<file path="config.mk">
export PLATFORM = sky130hd
export DESIGN_NAME = fpba_front
export DESIGN_NICKNAME = d
export VERILOG_FILES = /design/src/fpba_pkg.sv /design/src/fpba_front.sv
export SDC_FILE = /design/constraint.sdc
export NUM_CORES = 1
export LEC_CHECK = 0
export BUFFER_PORTS_ARGS = -buffer_cell sky130_fd_sc_hd__buf_2
export CORE_MARGIN = 2
export CORE_UTILIZATION = 43
export CTS_BUF_LIST = sky130_fd_sc_hd__clkbuf_8 sky130_fd_sc_hd__clkbuf_16
export CTS_CLUSTER_DIAMETER = 150
export DETAILED_ROUTE_END_ITERATION = 7
export HOLD_SLACK_MARGIN = 0.06
export PLACE_DENSITY = 0.9
export SLEW_MARGIN = 20
export SYNTH_ARGS = -nofsm -noshare
export SYNTH_HDL_FRONTEND = slang
export SYNTH_SLANG_ARGS = --single-unit
</file>
<file path="constraint.sdc">
create_clock -name clock -period 5.7 [get_ports clock]
set_input_delay 1.14 -clock clock [delete_from_list [all_inputs] [get_ports clock]]
set_output_delay 1.14 -clock clock [all_outputs]
set_load 0.02 [all_outputs]
</file>
<file path="src/fpba_pkg.sv">
`timescale 1ns / 1ps
// ---------------------------------------------------------------------------
// fpba_pkg: shared types, constants and fp16 helpers
// Holds the command codes, the register indexes and the bias add arithmetic.
// ---------------------------------------------------------------------------
package fpba_pkg;

   localparam int unsigned MaxChannelsDefault = 1024;
   localparam logic [15:0] ClipReset = 16'h4600;
   localparam logic [15:0] DefaultNan = 16'h7E00;

   typedef enum logic {
      CMD_LOAD = 1'b0,
      CMD_DATA = 1'b1
   } cmd_type;

   typedef enum logic [1:0] {
      ACT_NONE = 2'd0,
      ACT_RELU = 2'd1,
      ACT_CLIP = 2'd2,
      ACT_RSVD = 2'd3
   } activation_type;

   typedef enum logic [1:0] {
      REG_ACT_MODE = 2'd0,
      REG_CLIP     = 2'd1,
      REG_CHANNELS = 2'd2,
      REG_UNUSED   = 2'd3
   } reg_type;

   // data item handed from front to back
   typedef struct packed {
      logic [15:0] value;
      logic        last;
   } item_type;

   // special case flags computed in the first back stage
   typedef struct packed {
      logic        special;
      logic [15:0] special_val;
      logic        zero;
      logic [15:0] zero_val;
      logic        sign;
      logic [41:0] mag;
   } sum_type;

   function automatic logic is_nan(input logic [15:0] h);
      is_nan = (h[14:10] == 5'h1F) && (h[9:0] != 10'd0);
   endfunction

   function automatic logic [41:0] mag_of(input logic [15:0] h);
      logic [41:0] m;
      m = {31'd0, (h[14:10] != 5'd0), h[9:0]};
      if (h[14:10] != 5'd0) m = m << (h[14:10] - 5'd1);
      mag_of = m;
   endfunction

   // exact sum, signed magnitude form, with special results resolved
   function automatic sum_type fp_sum(input logic [15:0] a, input logic [15:0] b);
      sum_type s;
      logic ia, ib;
      logic [41:0] ma, mb;
      ia = a[14:0] == 15'h7C00;
      ib = b[14:0] == 15'h7C00;
      ma = mag_of(a);
      mb = mag_of(b);
      s.special = 1'b1;
      s.special_val = a;
      s.zero = 1'b0;
      s.zero_val = {a[15] & b[15], 15'd0};
      s.sign = a[15];
      s.mag = 42'd0;
      if (is_nan(a)) s.special_val = a | 16'h0200;
      else if (is_nan(b)) s.special_val = b | 16'h0200;
      else if (ia && ib) s.special_val = (a[15] == b[15]) ? a : DefaultNan;
      else if (ia) s.special_val = a;
      else if (ib) s.special_val = b;
      else begin
         s.special = 1'b0;
         if (a[15] == b[15]) s.mag = ma + mb;
         else if (ma >= mb) s.mag = ma - mb;
         else begin
            s.mag = mb - ma;
            s.sign = b[15];
         end
         s.zero = s.mag == 42'd0;
      end
      fp_sum = s;
   endfunction

   // round nonzero magnitude (units of 2^-24) to fp16 without sign
   function automatic logic [14:0] encode_mag(input logic [41:0] mag);
      logic [5:0] p;
      logic [5:0] sh;
      logic [41:0] q, rem, half, one;
      logic [6:0] e;
      p = 6'd0;
      for (int i = 0; i < 42; i++) if (mag[i]) p = 6'(i);
      if (mag < 42'd1024) encode_mag = mag[14:0];
      else begin
         sh = p - 6'd10;
         q = mag >> sh;
         one = 42'd1 << sh;
         rem = mag & (one - 42'd1);
         half = one >> 1;
         if (sh != 6'd0) begin
            if (rem > half || (rem == half && q[0])) q = q + 42'd1;
            if (q == 42'd2048) begin
               q = q >> 1;
               sh = sh + 6'd1;
            end
         end
         e = {1'b0, sh} + 7'd1;
         if (e >= 7'd31) encode_mag = 15'h7C00;
         else encode_mag = {e[4:0], q[9:0] - 10'd0};
      end
   endfunction

   function automatic logic [15:0] order_key(input logic [15:0] h);
      order_key = h[15] ? ~{1'b0, h[14:0]} : {1'b0, h[14:0]};
   endfunction

   function automatic logic [15:0] fp_min(input logic [15:0] x, input logic [15:0] y);
      if (is_nan(x)) fp_min = x | 16'h0200;
      else if (is_nan(y)) fp_min = y | 16'h0200;
      else fp_min = ($signed(order_key(y)) < $signed(order_key(x))) ? y : x;
   endfunction

endpackage

</file>
<file path="src/fpba_front.sv">
`timescale 1ns / 1ps
// ---------------------------------------------------------------------------
// fpba_front: input classification and channel tracking
// Writes load transactions to the bias table, forwards data items with
// their channel number and end of row flag into the queue.
// ---------------------------------------------------------------------------
module fpba_front #(
   parameter int unsigned MAX_CHANNELS = fpba_pkg::MaxChannelsDefault
) (
   input  logic                            clock,
   input  logic                            reset,
   input  logic                            req_tvalid,
   output logic                            req_tready,
   input  logic [31:0]                     req_tdata,
   input  logic [10:0]                     channels,
   input  logic                            q_ready,
   output logic                            q_valid,
   output fpba_pkg::item_type              q_item,
   output logic [$clog2(MAX_CHANNELS)-1:0] q_addr,
   output logic                            ld_en,
   output logic [$clog2(MAX_CHANNELS)-1:0] ld_addr,
   output logic [15:0]                     ld_data
);
   import fpba_pkg::*;

   localparam int unsigned AW = $clog2(MAX_CHANNELS);
   localparam int unsigned CW = AW + 1;

   logic [AW-1:0] pos_ff, pos_in;
   logic [CW-1:0] eff;
   logic          is_data, last, fire;

   assign is_data = req_tdata[0] == CMD_DATA;
   assign req_tready = q_ready;
   assign fire = req_tvalid && req_tready;

   // effective channel count, zero or above range means the full table
   always_comb begin
      if (channels == 11'd0 || 32'(channels) > 32'(MAX_CHANNELS)) eff = CW'(MAX_CHANNELS);
      else eff = CW'(channels);
   end

   assign last = ({1'b0, pos_ff} + CW'(1)) >= eff;
   assign pos_in = last ? '0 : pos_ff + AW'(1);

   // channel counter
   always_ff @(posedge clock) begin
      if (reset) pos_ff <= '0;
      else if (fire && is_data) pos_ff <= pos_in;
   end

   // bias load path, index above range ignored
   assign ld_en = fire && !is_data && (32'(req_tdata[10:1]) < 32'(MAX_CHANNELS));
   assign ld_addr = AW'(req_tdata[10:1]);
   assign ld_data = req_tdata[26:11];

   assign q_valid = fire && is_data;
   assign q_item.value = req_tdata[26:11];
   assign q_item.last = last;
   assign q_addr = pos_ff;

endmodule

</file>
==> impl_results.md <==
* Simple logic cell fraction of the synthesized area at 0.275
* CTS Hold Bufs at 0
* Min-delay worst type: reg2reg
* Post-synth top area share at 0.266
* Global route hottest layer: met2
* Syn Nets at 225
* Largest family of logic cells by synthesized area: buffers and inverters
* Slew margin rel. at 0.631
* Multiplexer share of the synthesized area at 0
* Leakage Power at between 0.5 and 0.6 nW
* Fin Hold WS at a little over 500 ps
* Total power at 0.000191 W
* Yosys warns at 0
* Hold path startpoint: q_addr[1]
* Clock Latency Late Sink at ~240 ps
* Die Wd at 59.0 um
* Register area share after synthesis at 0.154
* Clock slew at reported path FFs at 50 ps
* Nets at 209
* Cells after Synth at 166
* H-tree depth at 1
* Antenna cells at 0
* Met3 Usage GRT at 0.0505
* WS Path Type: in2out
* Most common cell in the netlist: buf_4
* Worst path required time at ~4600 ps
* Adder-Cell Fraction of Synth Area at 0.116
* Number of global-route vias before repair at ~820
* Post-synth EDFFs at 0
* Vias per cell at roughly 5.4
* R2R Path Start: q_addr[0]
* Antenna-violating nets left at 0
* CTS buffer count at 3
* Setup crit start kind: input pin
* Number of max-slew violations in the final report at 0
* CP startpoint: channels[3]
* I/O pin count at 103
* Detailed Place HPWL at 1730 um
* Initial DRC count at 20
* DR WL/cell at approximately 12 um
* Crit path DAT at between 2000 and 3000 ps
* Layout cells sized above 1 at 0.255
* Met2 Use GR at 0.217
* Die area at around 3500 um^2
* Largest stage delay, worst path at 330 ps
* Cell taking the most area after synthesis: buf_4
* Grt ovf at 0
* Count of final hold-check violations at 0
* Crit-path most repeated cell: buf_2
* CORE AREA at around 2800 um^2
* Status: complete, but fails checks
* Top_reg_cell synth: dfxtp_1
* Pwr Density at between 150 and 200 nW/um^2
* CTS resizes at 0
* Starting density of the core at 0.463
* Pre-Repair DR Iteration Count at 6
* Vias at between 900 and 1k
* Area contributors post-synth: buf_4 (27%), dfxtp_1 (15%), ha_1 (12%)
* GPL Wtd Cong at 0.812
* GRT Resource Usage Total at 0.134
* Layout Skew at ~0.62 ps
* Setup tns final at 0 ps
* RSZ-0062 raised after global routing: false
* Final setup violation count at 0
* M1 GR Usage at 0.151
* Slew @ Worst Pin at between 500 and 600 ps
* Setup Fix Bufs, Post-CTS at 0
* Mapped Area at approximately 1300 um^2
* Crit. End Element: primary output
* Clock root buffer: clkbuf_8
* Commonest cells post-synth: buf_4 (46), nand2_1 (16), a21oi_1 (13), ha_1 (12), nand2b_1 (12)
* P&R area growth vs syn at -11.2%
* Core Rows at 19
* Die Height at roughly 59 um
* Max reg flops at 10
* Complex-gate fraction of the synthesized area at 0.0915
* Syn Area/Cell at roughly 7.8 um^2
* Fin crit share at 0.694
* Asr flop ratio synth at 0
* CTS sink cnt at 10
* PortBufs at 29
* Violated checks: design-rule violations
* Distinct cells, synth at 31
* Worst path cell trace: buf_2, nor4_1, a31oi_1, ha_1, nand4_1, nor3_1, a21oi_1, buf_4, nand2_1, buf_2
* Fmax at 253 MHz
* Residual DRC count at 5
* Post-Synth XOR/XNOR Area at 0.0597
* Largest net degree at the start of global routing at 16
* Max cap viols at 0
* Slowest CP cell: ha_1
* First-pass GRT wire length at roughly 3500 um
* CTS tree: built
* Max VDD drop at 0.102 mV
* Initial antenna violation count at 0
* Yosys reg bits at 10
* CTS Buffer Depth at 2
* Tmin final at around 4000 ps
* WL final at between 2000 and 2500 um
* CP max FO at 12
-- layer usage --
layer,part of all wire,vias up
met5,0,-
met4,0.014,0
met3,0.084,4
met2,0.48,35
met1,0.42,436
li1,-,498
-- power by group --
part           internal (W)  switching, W  total [W]
registers         0.0000708    0.00000151  0.0000724
clock network     0.0000608     0.0000295  0.0000904
logic             0.0000122     0.0000162  0.0000283
total              0.000144     0.0000472   0.000191
-- critical path: cells and delay by family --
kind,cells,cell delay (ps)
adder cells (fa/ha/maj),1,330
AND/OR/NAND/NOR,4,660
buffers and inverters,3,460
AO/OA/AOI/OAI,2,220
-- through the flow --
stage / cells / util / worst slack (ps) / instance area (um^2)
2_1_floorplan: 166 / - / 2130 / 1300
3_3_place_gp: 176 / 0.392 / 1750 / 1100
3_5_place_dp: 176 / 0.392 / 1730 / 1100
4_1_cts: 180 / 0.411 / 1730 / 1150
5_1_grt: 180 / 0.411 / 1590 / 1150
6_report: 180 / 0.411 / 1740 / 1150
-- area by class of cell --
class / instances / area (um^2)
fillers: 293 / 1650
clock buffers: 4 / 55.1
multi-input cells: 104 / 703
repair buffers: 30 / 153
flip-flops and latches: 10 / 200
well taps: 31 / 38.8
inverters: 1 / 3.75
-- cells by family (layout without fill, tap and decap cells) --
family | Yosys count | count (layout)
flip-flops | 10 | 10
AND/OR/NAND/NOR | 63 | 63
XOR/XNOR | 8 | 8
buffers and inverters | 52 | 35
AO/OA/AOI/OAI | 21 | 21
adder cells (fa/ha/maj) | 12 | 12
-- cells in the final DEF (no fill, tap or decap), drive strengths merged --
master and n:
nand4 10, o311ai 1, and3 2, o211ai 1, a21oi 13, buf 30
nor2 5, clkbuf 4, nand2b 12, inv 1, and4 2, dfxtp 10
xnor2 6, nor3b 2, ha 12, nor4 2, xor2 2, o21ai 3
a31oi 2, nor2b 3, nand3 6, nand2 16, nor3 3, a41o 1
-- worst paths after layout --
kind / end / slack [ps] / cells after the start
setup / recovery: q_item[0] / 1740 / 10
hold / removal: q_addr[1] / 500 / 2
setup reg to reg: q_addr[7] / 3100 / 10
hold reg to reg: q_addr[1] / 500 / 2
Note: power is estimated with default switching activity, not from simulation.
